$ cat config.mk
export PLATFORM = sky130hd
export DESIGN_NAME = itrgb_poly
export DESIGN_NICKNAME = d
export VERILOG_FILES = /design/src/sv/itrgb_pkg.sv /design/src/sv/itrgb_poly.sv
export SDC_FILE = /design/constraint.sdc
export NUM_CORES = 2
export LEC_CHECK = 0
export ABC_AREA = 0
export BUFFER_PORTS_ARGS = -buffer_cell sky130_fd_sc_hd__buf_2
export CORE_MARGIN = 2
export CORE_UTILIZATION = 45
export CTS_BUF_LIST = sky130_fd_sc_hd__clkbuf_4 sky130_fd_sc_hd__clkbuf_8
export DETAILED_ROUTE_END_ITERATION = 8
export GPL_ROUTABILITY_DRIVEN = 0
export PLACE_DENSITY_LB_ADDON = 0.05
export SLEW_MARGIN = 20
export SYNTH_ARGS = -nofsm -noshare
export SYNTH_HDL_FRONTEND = slang
export SYNTH_SLANG_ARGS = --single-unit
$ cat constraint.sdc
create_clock -name clk_i -period 6.03 [get_ports clk_i]
set_clock_uncertainty 0.05 [all_clocks]
set_input_delay 0.603 -clock clk_i [delete_from_list [all_inputs] [get_ports clk_i]]
set_output_delay 0.603 -clock clk_i [all_outputs]
set_load 0.01 [all_outputs]
$ cat src/sv/itrgb_pkg.sv
// ----------------------------------------------------------------------------
// itrgb_pkg
// shared constants, register indexes and the stage tag of the palette unit
// ----------------------------------------------------------------------------
`default_nettype none

package itrgb_pkg;

  // default widths
  localparam int IterBitsDefault = 16;
  localparam int FracBitsDefault = 16;

  // configuration register file
  localparam int CfgIdxBits = 2;
  localparam logic [CfgIdxBits-1:0] RegMaxIter  = 2'd0;
  localparam logic [CfgIdxBits-1:0] RegRotation = 2'd1;
  localparam int MaxIterReset = 256;

  // palette rotation codes, the unused code acts as no rotation
  localparam logic [1:0] RotNone = 2'd0;
  localparam logic [1:0] RotOne  = 2'd1;
  localparam logic [1:0] RotTwo  = 2'd2;

  // polynomial weights times full scale (8.5 * 255 kept doubled)
  localparam int ScaleBits = 13;
  localparam int ScaleA    = 2295;
  localparam int ScaleB    = 3825;
  localparam int ScaleC    = 4335;
  localparam int ColourMax = 255;

  // status that travels alongside each pipeline stage
  typedef struct packed {
    logic valid;
    logic black;
  } tag_t;

endpackage

`default_nettype wire

$ cat src/sv/itrgb_poly.sv
// ----------------------------------------------------------------------------
// itrgb_poly
// five-stage multiplier pipeline for the three palette polynomials
// ----------------------------------------------------------------------------
`default_nettype none

module itrgb_poly #(
  parameter int FRAC_BITS = itrgb_pkg::FracBitsDefault
) (
  input  wire logic                 clk_i,
  input  wire logic                 rst_ni,
  input  wire logic                 en_i,
  input  itrgb_pkg::tag_t           tag_i,
  input  wire logic [FRAC_BITS-1:0] t_i,
  output itrgb_pkg::tag_t           tag_o,
  output logic      [7:0]           pa_o,
  output logic      [7:0]           pb_o,
  output logic      [7:0]           pc_o
);

  localparam int Stages = 5;
  localparam int PW     = 2 * FRAC_BITS;
  localparam int SW     = FRAC_BITS + itrgb_pkg::ScaleBits + 1;
  localparam logic [FRAC_BITS:0] One = {1'b1, {FRAC_BITS{1'b0}}};

  function automatic logic [7:0] clip8(input logic [13:0] v);
    clip8 = (v > 14'(itrgb_pkg::ColourMax)) ? 8'(itrgb_pkg::ColourMax) : v[7:0];
  endfunction

  // tag pipe
  itrgb_pkg::tag_t tag_q [Stages];

  always_ff @(posedge clk_i or negedge rst_ni) begin
    if (!rst_ni) begin
      tag_q[0] <= '0;
    end else if (en_i) begin
      tag_q[0] <= tag_i;
    end
  end

  for (genvar s = 1; s < Stages; s++) begin : g_tag
    always_ff @(posedge clk_i or negedge rst_ni) begin
      if (!rst_ni) begin
        tag_q[s] <= '0;
      end else if (en_i) begin
        tag_q[s] <= tag_q[s-1];
      end
    end
  end

  // stage 1: t and 1 - t
  logic [FRAC_BITS-1:0] t_p1_q;
  logic [FRAC_BITS:0]   u_p1_q;

  // stage 2: squares
  logic [PW-1:0]        tt;
  logic [PW:0]          uu;
  logic [FRAC_BITS-1:0] t_p2_q, t2_p2_q;
  logic [FRAC_BITS:0]   u_p2_q, u2_p2_q;
  assign tt = PW'(t_p1_q) * PW'(t_p1_q);
  assign uu = (PW+1)'(u_p1_q) * (PW+1)'(u_p1_q);

  // stage 3: cubes
  logic [PW-1:0]        ttt;
  logic [PW:0]          uuu;
  logic [FRAC_BITS-1:0] t_p3_q, t2_p3_q, t3_p3_q;
  logic [FRAC_BITS:0]   u_p3_q, u2_p3_q, u3_p3_q;
  assign ttt = PW'(t2_p2_q) * PW'(t_p2_q);
  assign uuu = (PW+1)'(u2_p2_q) * (PW+1)'(u_p2_q);

  // stage 4: cross products
  logic [PW:0]        ma, mb, mc;
  logic [FRAC_BITS:0] pa_p4_q, pb_p4_q, pc_p4_q;
  assign ma = (PW+1)'(u_p3_q) * (PW+1)'(t3_p3_q);
  assign mb = (PW+1)'(u2_p3_q) * (PW+1)'(t2_p3_q);
  assign mc = (PW+1)'(u3_p3_q) * (PW+1)'(t_p3_q);

  // stage 5: weight, truncate, clamp
  logic [SW-1:0] sa, sb, sc;
  logic [7:0]    pa_q, pb_q, pc_q;
  assign sa = SW'(pa_p4_q) * SW'(itrgb_pkg::ScaleA);
  assign sb = SW'(pb_p4_q) * SW'(itrgb_pkg::ScaleB);
  assign sc = SW'(pc_p4_q) * SW'(itrgb_pkg::ScaleC);

  always_ff @(posedge clk_i) begin
    if (en_i) begin
      t_p1_q  <= t_i;
      u_p1_q  <= One - {1'b0, t_i};

      t_p2_q  <= t_p1_q;
      u_p2_q  <= u_p1_q;
      t2_p2_q <= tt[PW-1:FRAC_BITS];
      u2_p2_q <= uu[PW:FRAC_BITS];

      t_p3_q  <= t_p2_q;
      u_p3_q  <= u_p2_q;
      t2_p3_q <= t2_p2_q;
      u2_p3_q <= u2_p2_q;
      t3_p3_q <= ttt[PW-1:FRAC_BITS];
      u3_p3_q <= uuu[PW:FRAC_BITS];

      pa_p4_q <= ma[PW:FRAC_BITS];
      pb_p4_q <= mb[PW:FRAC_BITS];
      pc_p4_q <= mc[PW:FRAC_BITS];

      pa_q <= clip8(sa[SW-1:FRAC_BITS]);
      pb_q <= clip8(sb[SW-1:FRAC_BITS]);
      pc_q <= clip8({1'b0, sc[SW-1:FRAC_BITS+1]});
    end
  end

  assign tag_o = tag_q[Stages-1];
  assign pa_o  = pa_q;
  assign pb_o  = pb_q;
  assign pc_o  = pc_q;

endmodule

`default_nettype wire

==> run summary <==
status: finished, violations left
failing checks: setup timing
Post-Syn Nets: 10487
crit end category: register
CTS tree: yes
Critical path origin: u3_p3_q[11]
hold_ws: 0.08398 ns
Final setup viols: 50
Nets: 11312
top area cells in the synthesized netlist: fa_1 (43%), ha_1 (16%), inv_1 (11%)
Tightest Pin Transition: 0.8593 ns
min-delay worst type: in -> reg
first-pass GRT wire length: 303700 µm
Synth Instances: 7854
final clock period utilization by the worst path: 107.2%
CP required: 6.45 ns
GRT overflow: 0
CTS clk-pin slew, worst paths: 0.06 ns
HP Start: t_i[7]
final hold viol count: 0
Port Buf Inserts: 46
Detailed Route WL: 183000 µm
Seq/Total Area, Yosys: 11.02%
CP Max Fanout: 4
crit path launch type: register
Core Box Area: 167200 µm²
Critical R2R Capture: pc_p4_q[14]
launch point of the worst reg-to-reg path: u3_p3_q[11]
Root Buffer: clkbuf_8
WHS Path Cells: 1
H-tree levels: 2
Clock Path Buffers: 3
top cells by count, synth: inv_1 (2180), fa_1 (1643), nand2_1 (1107)
post-synthesis async set-or-reset flop share: 3.571%
via count: 52186
Die X: 414.5 µm
Finished Layout Cells: 10935
share of layout cells above drive strength 1: 17.92%
clk_lat worst skew: 0.79 ns
Post-DRT Antenna Nets: 0
synthesized flop and latch total: 280
CP arrival: 6.89 ns
DRT iter0 DRCs: 1988
Ports: 47
Placement Rows: 150
Slew Limit Headroom: 42.72%
overall global routing resource usage: 21.94%
number of synthesized flops with an enable pin: 270
# DRC: 0
Cells after DPL: 10617
die height: 414.5 µm
Initial Util: 45.35%
post-synth top area share: 43.37%
crit path kind: reg -> reg
Synth area leader: fa_1
total number of yosys warnings: 0
most common cell in the synthesized netlist: inv_1
WL per Instance: 16.74 µm
vias in the first global route: 57996
CTS sink count: 280
initial antenna violation count: 2
Mapped Avg Cell Area: 9.656 µm²
R2R setup slack: -0.44 ns
count of distinct cell types in the synthesized netlist: 66
synthesized area: 75840 µm²
pin count of the biggest net entering global routing: 108
Maximum Capacitance Violations: 0
detailed-placement wirelength estimate: 156600 µm
DIE AREA: 171800 µm²
PnR worst setup slack: -0.4365 ns
Hold Crit Endpoint: t_p1_q[7]
top_reg_cell synth: edfxtp_1
final slew viol count: 0
CTS buffer count: 60
min Tclk post-route: 6.467 ns
f_max: 154.6 MHz
cells on worst reg2reg path: 23
synthesis-to-finish area growth: 18.01%
RSZ-0062 raised after global routing: true
First-pass DRT Iterations: 5
DR vias/cell: 4.772
[sequential cells by signal (all words and copies together), names as in the netlist, 17 cells and up]
signal	flops
u3_p3_q	17
pb_p4_q	17
pa_p4_q	17
pc_p4_q	17
u2_p2_q	17
u2_p3_q	17
[worst max-delay path by stage]
stage / end / slack [ns]
final: pc_p4_q[14] / -0.44
after global routing: pc_p4_q[14] / -0.68
after CTS: pc_p4_q[14] / -0.34
after detailed placement: u2_p2_q[16] / -0.75
after global placement: u2_p2_q[16] / -0.73
after floorplan: t3_p3_q[13] / -0.13
[placed cells by master (no fill, tap or decap), types with 97 or more instances in the layout]
cell type	Yosys	final
and2_1	559	530
buf_4	2	777
buf_6	0	109
edfxtp_1	270	270
fa_1	1643	1598
ha_1	969	916
inv_1	2180	2083
inv_2	0	97
nand2_1	1107	1031
nor2_1	133	111
[per-layer routing]
layer / track usage [%] / share of wire, %
met1: 30.29 / 46
met5: 0 / 0.0087
met2: 37.96 / 49
met3: 1.919 / 2.9
met4: 4.135 / 1.7
[logic make-up after synthesis]
group / after synthesis / share of synthesized area (%)
muxes: 12 / 0.1782
AOI/OAI and AO/OA: 360 / 3.125
DFF: 280 / 11.02
adders and majority gates: 2612 / 59.36
xor gates and xnor gates: 165 / 1.906
buffers and inverters: 2417 / 11.97
and+or+nand+nor: 2008 / 12.44
[stage by stage]
| step | setup slack [ns] | util [%] | area, µm² | setup TNS, ns |
|---|---|---|---|---|
| 5_1_grt | -0.6785 | 53.52 | 89500 | -25.15 |
| 3_3_place_gp | -0.7259 | 50.34 | 84180 | -20.92 |
| 3_5_place_dp | -0.7538 | 50.34 | 84180 | -24.75 |
| 6_report | -0.4365 | 53.52 | 89500 | -9.311 |
| 2_1_floorplan | -0.1331 | - | 76460 | -0.4343 |
| 4_1_cts | -0.3354 | 52.47 | 87740 | -6.586 |
[final cells by class]
| type | instances | area [µm²] |
|---|---|---|
| flip-flops and latches | 280 | 8358 |
| clock inverters | 40 | 321.6 |
| inverters | 2180 | 8183 |
| repair buffers | 1000 | 8497 |
| multi-input cells | 5157 | 60450 |
| clock buffers | 73 | 923.4 |
| diodes | 1 | 2.502 |
| fillers | 15364 | 77730 |
| well taps | 2204 | 2758 |
[repair_timing]
action | CTS | global route
setup buffers | 139 | 66
hold endpoints to repair | 24 | 0
hold buffers | 15 | 0
pin swaps | 171 | 268
setup endpoints to repair | 91 | 118
resized for setup | 269 | 359
cloned | 2 | 3
[worst max-delay path, cell delays in order (launching register included)]
cell and delay (ns):
edfxtp_1 0.50, buf_6 0.14, buf_6 0.11, nand2_4 0.05, fa_1 0.52, inv_1 0.06, fa_1 0.47, fa_1 0.54
inv_2 0.04, fa_1 0.53, inv_1 0.05, fa_1 0.45, fa_1 0.54, ha_4 0.21, nand4_1 0.15, nor2_1 0.09
o31ai_2 0.31, a31oi_2 0.16, o21a_1 0.21, o31a_1 0.25, o21a_1 0.23, o2111ai_2 0.20, nand4b_1 0.14, xor2_1 0.16
Power is left out: the tool's default activity adds up to more than one toggle a clock period on the data nets, which glitch-free logic cannot reach.
