`src/sv/itrgb_pkg.sv`:
```
// ----------------------------------------------------------------------------
// itrgb_pkg
// shared constants, register indexes and the stage tag of the palette unit
// ----------------------------------------------------------------------------
`default_nettype none

package itrgb_pkg;

  // default widths
  localparam int IterBitsDefault = 16;
  localparam int FracBitsDefault = 16;

  // configuration register file
  localparam int CfgIdxBits = 2;
  localparam logic [CfgIdxBits-1:0] RegMaxIter  = 2'd0;
  localparam logic [CfgIdxBits-1:0] RegRotation = 2'd1;
  localparam int MaxIterReset = 256;

  // palette rotation codes, the unused code acts as no rotation
  localparam logic [1:0] RotNone = 2'd0;
  localparam logic [1:0] RotOne  = 2'd1;
  localparam logic [1:0] RotTwo  = 2'd2;

  // polynomial weights times full scale (8.5 * 255 kept doubled)
  localparam int ScaleBits = 13;
  localparam int ScaleA    = 2295;
  localparam int ScaleB    = 3825;
  localparam int ScaleC    = 4335;
  localparam int ColourMax = 255;

  // status that travels alongside each pipeline stage
  typedef struct packed {
    logic valid;
    logic black;
  } tag_t;

endpackage

`default_nettype wire

```
`src/sv/itrgb_divider.sv`:
```
// ----------------------------------------------------------------------------
// itrgb_divider
// pipelined restoring divider, one quotient bit per stage, t = count / max
// ----------------------------------------------------------------------------
`default_nettype none

module itrgb_divider #(
  parameter int ITER_BITS = itrgb_pkg::IterBitsDefault,
  parameter int FRAC_BITS = itrgb_pkg::FracBitsDefault
) (
  input  wire logic                 clk_i,
  input  wire logic                 rst_ni,
  input  wire logic                 en_i,
  input  wire logic                 valid_i,
  input  wire logic [ITER_BITS-1:0] count_i,
  input  wire logic [ITER_BITS-1:0] max_i,
  output itrgb_pkg::tag_t           tag_o,
  output logic      [FRAC_BITS-1:0] quot_o
);

  logic [ITER_BITS-1:0] rem_q [FRAC_BITS+1];
  logic [FRAC_BITS-1:0] quo_q [FRAC_BITS+1];
  itrgb_pkg::tag_t      tag_q [FRAC_BITS+1];

  logic black;
  assign black = (count_i == '0) || (count_i >= max_i);

  // entry stage
  always_ff @(posedge clk_i or negedge rst_ni) begin
    if (!rst_ni) begin
      tag_q[0] <= '0;
    end else if (en_i) begin
      tag_q[0].valid <= valid_i;
      tag_q[0].black <= black;
    end
  end

  always_ff @(posedge clk_i) begin
    if (en_i) begin
      rem_q[0] <= count_i;
      quo_q[0] <= '0;
    end
  end

  // one shift, compare and subtract per stage
  for (genvar s = 1; s <= FRAC_BITS; s++) begin : g_step
    logic [ITER_BITS:0]   shifted;
    logic [ITER_BITS-1:0] diff;
    logic                 take;

    assign shifted = {rem_q[s-1], 1'b0};
    assign take    = shifted >= {1'b0, max_i};
    assign diff    = shifted[ITER_BITS-1:0] - max_i;

    always_ff @(posedge clk_i or negedge rst_ni) begin
      if (!rst_ni) begin
        tag_q[s] <= '0;
      end else if (en_i) begin
        tag_q[s] <= tag_q[s-1];
      end
    end

    always_ff @(posedge clk_i) begin
      if (en_i) begin
        rem_q[s] <= take ? diff : shifted[ITER_BITS-1:0];
        quo_q[s] <= {quo_q[s-1][FRAC_BITS-2:0], take};
      end
    end
  end

  assign tag_o  = tag_q[FRAC_BITS];
  assign quot_o = quo_q[FRAC_BITS];

endmodule

`default_nettype wire

```
`config.mk`:
```
export PLATFORM = sky130hd
export DESIGN_NAME = itrgb_divider
export DESIGN_NICKNAME = d
export VERILOG_FILES = /design/src/sv/itrgb_pkg.sv /design/src/sv/itrgb_divider.sv
export SDC_FILE = /design/constraint.sdc
export NUM_CORES = 1
export LEC_CHECK = 0
export BUFFER_PORTS_ARGS = -buffer_cell sky130_fd_sc_hd__buf_2
export CORE_MARGIN = 4
export CORE_UTILIZATION = 50
export CTS_CLUSTER_SIZE = 20
export DETAILED_ROUTE_END_ITERATION = 8
export GPL_TIMING_DRIVEN = 0
export PLACE_DENSITY = 0.64
export SLEW_MARGIN = 20
export SYNTH_ARGS = -nofsm -noshare
export SYNTH_HDL_FRONTEND = slang
export SYNTH_SLANG_ARGS = --single-unit
```
`constraint.sdc`:
```
create_clock -name clk_i -period 3.2 [get_ports clk_i]
set_clock_uncertainty 0.15 [all_clocks]
set_input_delay 0.64 -clock clk_i [delete_from_list [all_inputs] [get_ports clk_i]]
set_output_delay 0.64 -clock clk_i [all_outputs]
set_load 0.005 [all_outputs]
```
==> results.md, run 1 <==
* DR vias/cell at 5.97
* Initial antenna violation count at 0
* GRT Total Usage at 23.2%
* Initial core utilization at 50.8%
* Slew of the pin with the lowest slew margin at 0.748 ns
* Finished Core Util at 58.9%
* Most frequent CP cell: buf_12
* CTS tree: done
* Initial DRC Count at 1,398
* Max cap viols at 0
* Required @ worst endpoint at 3.39 ns
* TritonRoute pass-1 iters at 5
* Hold slack at 0.106 ns
* First-pass GRT wire length at 112 mm
* Critical path class: input port to register
* Detailed placer's ending HPWL at 47.7 mm
* Gate power share at 51.9%
* Final Max Tran Viols at 0
* Row count at 86
* Worst slew margin at 48.8%
* Ys flop type: edfxtp_1
* DIE WIDTH at 246 um
* Ys async rst share at 7.98%
* Crit path max fanout at 6
* Routed Antenna Nets at 0
* Cell count after synthesis at 2,520
* Pre-CTS setup slack at -2.30 ns
* PortBufs at 53
* Crit end category: register
* Startpoint Class: input port
* EDFF count, synth at 392
* Max Fclk at 317 MHz
* Gp weighted congestion at 0.899
* Syn Nets at 2,842
* Multiplexer area fraction after synthesis at 7.22%
* Switching Share at 38.0%
* CTS H-tree lvls at 2
* Xor/xnor share of the synthesized area at 4.50%
* Final worst-path setup slack at 0.0430 ns
* Vias in the first global route at 20,764
* Synthesized area per cell at 11.2 sq um
* Clock power share at 17.5%
* Die span in y at 246 um
* Seq pwr share at 30.6%
* # DRC at 0
* Simple-Gate Fraction of Synth Area at 10.9%
* Total I/O pin count at 54
* Pwr/cell area at 1020 nW/um^2
* Fraction of layout instances using a drive strength above 1 at 18.6%
* Synth Area in Compound Gates at 17.5%
* Mapped cell area at 28,200 sq um
* Largest net degree at the start of global routing at 94
* Synth Area in Adders at 13.1%
* Max rail drop VDD at 574 uV
* Total gr overflow at 0
* Clock Latency Late Sink at 0.60 ns
* Root Buffer: clkbuf_16
* Sink Count at 426
* #FFs+latches synth at 426
* Vias at 20,988
* CTS clk-pin slew, worst paths at 0.06 ns
* Hold crit path type: input port to register
* Status: finished clean
* Part of the cycle the worst path needs at 98.7%
* Netlist cell types at 90
* Area grow syn2layout at 15.9%
* CP cell instances: buf_2 -> clkinvlp_4 -> buf_12 -> buf_4 -> ha_4 -> a21oi_4 -> o21ai_2 -> a2111oi_4 -> nor3_2 -> a221o_1 -> a31oi_4 -> buf_12 -> buf_8 -> mux2_4
* DR WL/cell at 20.2 um
* P_sw at 0.0126 W
* Final Setup Violations at 0
* Largest family of logic cells by synthesized area: compound AO/OA/AOI/OAI gates
* Routed WL at 71.0 mm
* Worst EP arrival at 3.35 ns
* Synthesis Warnings at 0
* Setup TNS at 0 ns
* Core Area at 55,500 sq um
* Crit-path slowest cell: a221o_1
* Die area at 60,300 sq um
* TritonCTS Buffers at 51
* Sequential-to-total area share from yosys stat at 44.7%
* Antenna Cells at 0
* Placed Area at 29,800 sq um
* Crit path largest cell delay at 0.41 ns
* Pint at 0.0206 W
* Clk buf depth at 3
* Pleak at 12.9 nW
* Final min period at 3.16 ns
* Final Cell Area at 32,700 sq um
* Hold Vio Cnt, Final at 0
* NumNets Final at 3,048
-- what timing repair did --
| item | in CTS | in global routing |
|---|---|---|
| setup endpoints to repair | 257 | 126 |
| endpoints found under the hold margin | 34 | 0 |
| hold buffers | 1 | 0 |
| setup buffers | 67 | 25 |
| pin swaps | 9 | 11 |
| gates resized for setup | 46 | 26 |
| cloned | 1 | 1 |
-- final cells by class --
class / count / area (sq um)
well taps: 748 / 936
inverters: 92 / 394
multi-input cells: 1956 / 15400
fillers: 4673 / 22800
clock buffers: 63 / 1380
repair inverters: 1 / 7.51
plain buffers: 44 / 274
flip-flops and latches: 426 / 12600
clock inverters: 30 / 287
repair buffers: 154 / 1370
-- synth_stat cells, types with 26 or more instances --
master	n	area share [%]
edfxtp_1	392	42
o21a_1	55	1.5
xnor2_1	94	2.9
ha_1	271	12
inv_1	92	1.2
nand2b_1	35	0.78
nor3_1	48	0.85
mux2_2	155	6.2
a21o_1	95	2.5
nor2_1	171	2.3
dfrtp_1	34	3.0
a211oi_1	47	1.3
a21oi_1	172	3.1
o21ai_0	128	2.3
nand2_1	127	1.7
xor2_1	51	1.6
nor2b_1	49	1.1
o31ai_1	26	0.69
nand3_1	32	0.57
nand4_1	30	0.67
-- per-layer routing --
layer  vias to the layer above  wire [um]  track usage, %
met5                         -          0               0
met4                         0       2630            8.24
met3                       147       3180            2.52
met2                       525      34700            40.5
met1                     10174      30500            30.0
li1                      10142          -               -
-- cell usage in the layout, fill, tap and decap left out, types with 23 or more instances in the layout --
cell / instances
xor2_1: 51
a21oi_1: 172
o21ai_0: 125
a211oi_1: 45
nand3_1: 31
ha_1: 256
buf_2: 58
a21o_1: 95
mux2_2: 153
o21a_1: 55
nor3_1: 46
buf_4: 85
nand4_1: 30
clkbuf_16: 53
nand2b_1: 35
nor2b_1: 49
xnor2_1: 94
o31ai_1: 23
nand2_1: 127
dfrtp_1: 34
edfxtp_1: 392
nor2_1: 170
inv_1: 76
-- cells by family after synthesis --
group | count (synthesis)
mux | 181
xor+xnor | 145
simple gates | 614
compound gates | 730
fa+ha+maj | 286
buf+inv | 138
flops | 426
-- worst max-delay path, delay by kind of cell --
kind / cells / cell delay, ns
buffers and inverters: 6 / 0.90
adder cells (fa/ha/maj): 1 / 0.23
AND/OR/NAND/NOR: 1 / 0.10
AO/OA/AOI/OAI: 5 / 1.17
multiplexers: 1 / 0.31
-- final timing paths --
check	slack, ns	depth (start not counted)	startpoint	end
setup / recovery	0.04	14	max_i[6]	rem_q[0][61]
hold / removal	0.11	1	count_i[5]	rem_q[0][5]
setup reg to reg	0.12	9	rem_q[0][80]	rem_q[0][106]
hold reg to reg	0.26	0	quo_q[7][5]	quo_q[8][6]
max in group asynchronous	1.92	2	rst_ni	tag_q[27]
min in group asynchronous	0.50	2	rst_ni	tag_q[4]
-- flip-flops by register name (all words and copies together), names as in the netlist --
name   flops
rem_q    256
quo_q    136
tag_q     32
tag_o      2
-- per-stage QoR --
step | cells | total power, W
finish | 3514 | 0.0332
global route | 3514 | 0.0356
CTS | 3489 | 0.0330
detailed placement | 3328 | 0.0265
global placement | 3321 | 0.0262
floorplan | 2520 | 0.0226
-- power groups by stage --
stage	clock network [W]	registers [W]	logic, W
2_1_floorplan	0	0.00973	0.0128
6_report	0.00581	0.0102	0.0172
3_3_place_gp	0	0.0103	0.0159
4_1_cts	0.00597	0.0102	0.0168
3_5_place_dp	0	0.0103	0.0163
5_1_grt	0.00621	0.0104	0.0191
Note: power is estimated with default switching activity, not from simulation.
==> run 2: changes to the inputs <==
--- a/config.mk
+++ b/config.mk
@@ -11,7 +11,7 @@
 export CTS_CLUSTER_SIZE = 20
 export DETAILED_ROUTE_END_ITERATION = 8
 export GPL_TIMING_DRIVEN = 0
-export PLACE_DENSITY = 0.64
+export PLACE_DENSITY = 0.62
 export SLEW_MARGIN = 20
 export SYNTH_ARGS = -nofsm -noshare
 export SYNTH_HDL_FRONTEND = slang
==> constraint.sdc (replaced) <==
create_clock -name clk_i -period 3.6 [get_ports clk_i]
set_clock_uncertainty 0.15 [all_clocks]
set_input_delay 0.72 -clock clk_i [delete_from_list [all_inputs] [get_ports clk_i]]
set_output_delay 0.72 -clock clk_i [all_outputs]
set_load 0.005 [all_outputs]
==> run 2 against run 1 <==
Via count fell by 0.98%; global-route usage down 0.43 points; die area unchanged; wire length shrank 2.1%; critical path type unchanged; utilization is 1.5 points lower; sequential power decreased by 12%; critical endpoint unchanged; critical path depth fell by 3.
==> results.md, run 2 (synthesized netlist as in run 1, its figures left out) <==
* Crit path largest cell delay at 0.40 ns (was 0.41 ns)
* Gp weighted congestion at 0.878 (was 0.899)
* Routed Antenna Nets at 0 (unchanged)
* R2R Setup Slk at 0.29 ns (was 0.12 ns)
* Most frequent CP cell: buf_8 (was buf_12)
* GRT Total Usage at 22.7% (was 23.2%)
* Max cap viols at 0 (unchanged)
* Largest registers: rem_q (256), quo_q (136), tag_q (32) (unchanged)
* Max rail drop VDD at 690 uV (was 574 uV)
* Root Buffer: clkbuf_16 (unchanged)
* Largest net degree at the start of global routing at 106 (was 94)
* Pwr/cell area at 912 nW/um^2 (was 1020 nW/um^2)
* Hold Vio Cnt, Final at 0 (unchanged)
* PortBufs at 53 (unchanged)
* Pleak at 12.6 nW (was 12.9 nW)
* NumNets Final at 2,988 (was 3,048)
* Met1 Usage GRT at 28.7% (was 30.0%)
* Hold slack at 0.0312 ns (was 0.106 ns)
* Initial core utilization at 50.8% (unchanged)
* Most common cell after layout, fill and taps aside: edfxtp_1 (unchanged)
* Initial antenna violation count at 0 (unchanged)
* Total I/O pin count at 54 (unchanged)
* Clk buf depth at 3 (unchanged)
* Total gr overflow at 0 (unchanged)
* CTS H-tree lvls at 2 (unchanged)
* Max Fclk at 283 MHz
* Reg2Reg Depth at 9 (unchanged)
* Top reg by flops: rem_q (unchanged)
* Part of the cycle the worst path needs at 98.2%
* CTS tree: done (unchanged)
* Required @ worst endpoint at 3.79 ns (was 3.39 ns)
* Post-CTS Hold Buffers at 0 (was 1)
* Critical path class: input port to register (unchanged)
* Startpoint Class: input port (unchanged)
* Reg area at 12,600 sq um (unchanged)
* DIE WIDTH at 246 um (unchanged)
* Final min period at 3.54 ns
* Vias in the first global route at 20,326 (was 20,764)
* TritonRoute pass-1 iters at 6 (was 5)
* Met3 Track Usage GR at 3.33% (was 2.52%)
* Worst EP arrival at 3.73 ns (was 3.35 ns)
* Max reg flops at 256 (unchanged)
* Routed WL at 69.5 mm (was 71.0 mm)
* Crit end category: register (unchanged)
* CTS clk-pin slew, worst paths at 0.06 ns (about the same)
* Crit-path slowest cell: a2111o_1 (was a221o_1)
* Clock Latency Late Sink at 0.60 ns (about the same)
* Capture point of the worst reg-to-reg path: rem_q[0][44] (was rem_q[0][106])
* Area grow syn2layout at 12.9% (was 15.9%)
* Vias at 20,782 (was 20,988)
* First-pass GRT wire length at 109 mm (was 112 mm)
* Origin of the critical flop-to-flop path: rem_q[0][25] (was rem_q[0][80])
* DR WL/cell at 20.1 um (was 20.2 um)
* TritonCTS Buffers at 52 (was 51)
* Fillcell total at 4,759 (was 4,673)
* Most Crowded Layer GR: met2 (unchanged)
* Antenna Cells at 0 (unchanged)
* Overall power at 0.0291 W (was 0.0332 W)
* Initial DRC Count at 1,554 (was 1,398)
* Most frequent cells in the layout: 392 x edfxtp_1, 271 x ha_1, 172 x a21oi_1 (was 392 x edfxtp_1, 256 x ha_1, 172 x a21oi_1)
* Worst slew margin at 43.9% (was 48.8%)
* Area of the multi-input gates at 15,100 sq um (was 15,400 sq um)
* Die area at 60,300 sq um (unchanged)
* Detailed placer's ending HPWL at 47.9 mm (was 47.7 mm)
* Row count at 86 (unchanged)
* Final Max Tran Viols at 0 (unchanged)
* Core Area at 55,500 sq um (unchanged)
* Fraction of layout instances using a drive strength above 1 at 15.6% (was 18.6%)
* Final Setup Violations at 0 (unchanged)
* Die span in y at 246 um (unchanged)
* DR vias/cell at 6.01 (was 5.97)
* Sink Count at 426 (unchanged)
* Status: finished clean (unchanged)
* CP cell instances: buf_8 -> buf_6 -> clkbuf_8 -> clkinvlp_4 -> buf_4 -> ha_1 -> a2111o_1 -> a221o_1 -> a31oi_4 -> buf_8 -> mux2_4 (was buf_2 -> clkinvlp_4 -> buf_12 -> buf_4 -> ha_4 -> a21oi_4 -> o21ai_2 -> a2111oi_4 -> nor3_2 -> a221o_1 -> a31oi_4 -> buf_12 -> buf_8 -> mux2_4)
* # DRC at 0 (unchanged)
* GRT met2 Usage at 39.9% (was 40.5%)
* Hold crit path type: input port to asynchronous set/reset pin (was input port to register)
* Crit path max fanout at 24 (was 6)
* Slew of the pin with the lowest slew margin at 0.821 ns (was 0.748 ns)
==> run 2: changes by cell type in the layout (fill, tap and decap cells not counted), sizes merged <==
cell / delta
inv: +7
clkinv: -6
dlygate4sd3: -1
clkbuf: +1
bufinv: +1
buf: -60
==> run 2: worst max-delay path: cells and delay by family <==
kind	cells	cell delay (ns)
buf+inv	6	1.32
compound gates	3	1.11
mux	1	0.32
fa+ha+maj	1	0.23
==> run 2: how the worst max path moves through the flow <==
stage                  start             to  slack [ns]  cells after the start
floorplan           max_i[6]   rem_q[0][57]       0.004                     10
global placement        en_i      tag_q[25]       -4.82                      4
detailed placement  max_i[0]  rem_q[0][149]       -2.71                     13
CTS                 max_i[4]  rem_q[0][215]        0.02                     11
global route        max_i[0]   rem_q[0][61]       -0.03                     11
finish              max_i[0]   rem_q[0][61]        0.06                     11
==> run 2: final cells by class <==
class                           instances  area share (%)
Multi-Input combinational cell       1956            47.5
Timing Repair Buffer                   91            2.48
Buffer                                 46           0.770
Tap cell                              748            2.94
Sequential cell                       426            39.6
Clock inverter                         32            1.04
Timing Repair inverter                  1          0.0236
Clock buffer                           64            4.42
Inverter                               92            1.18
==> run 2: layer usage <==
metal	wire length [um]	up-vias	share of wire, %
met5	0	-	0
met4	2640	0	3.8
met3	3330	147	4.8
met2	34000	518	49
met1	29500	10076	42
li1	-	10041	-
==> run 2: power breakdown <==
group | internal (W) | switching, W
registers | 0.00804 | 0.000963
clock network | 0.00321 | 0.00212
logic | 0.00675 | 0.00797
==> run 2: what timing repair did <==
action / 4_1_cts / 5_1_grt
endpoints found under the setup margin: 255 / 84
setup buffers: 19 / 9
resized for setup: 28 / 16
pin swaps: 2 / 3
gates cloned: 1 / 0
==> run 2: per-stage QoR <==
step	TNS [ns]	util, %	setup slack, ns	instance area, sq um	std cells
after floorplan	0	-	0.00396	28200	2520
after global placement	-2177.88	53.0	-4.82	29400	3321
after detailed placement	-497.30	53.4	-2.71	29700	3331
after CTS	0	57.1	0.0175	31700	3447
after global routing	-0.100	57.4	-0.0284	31800	3456
final	0	57.4	0.0637	31800	3456
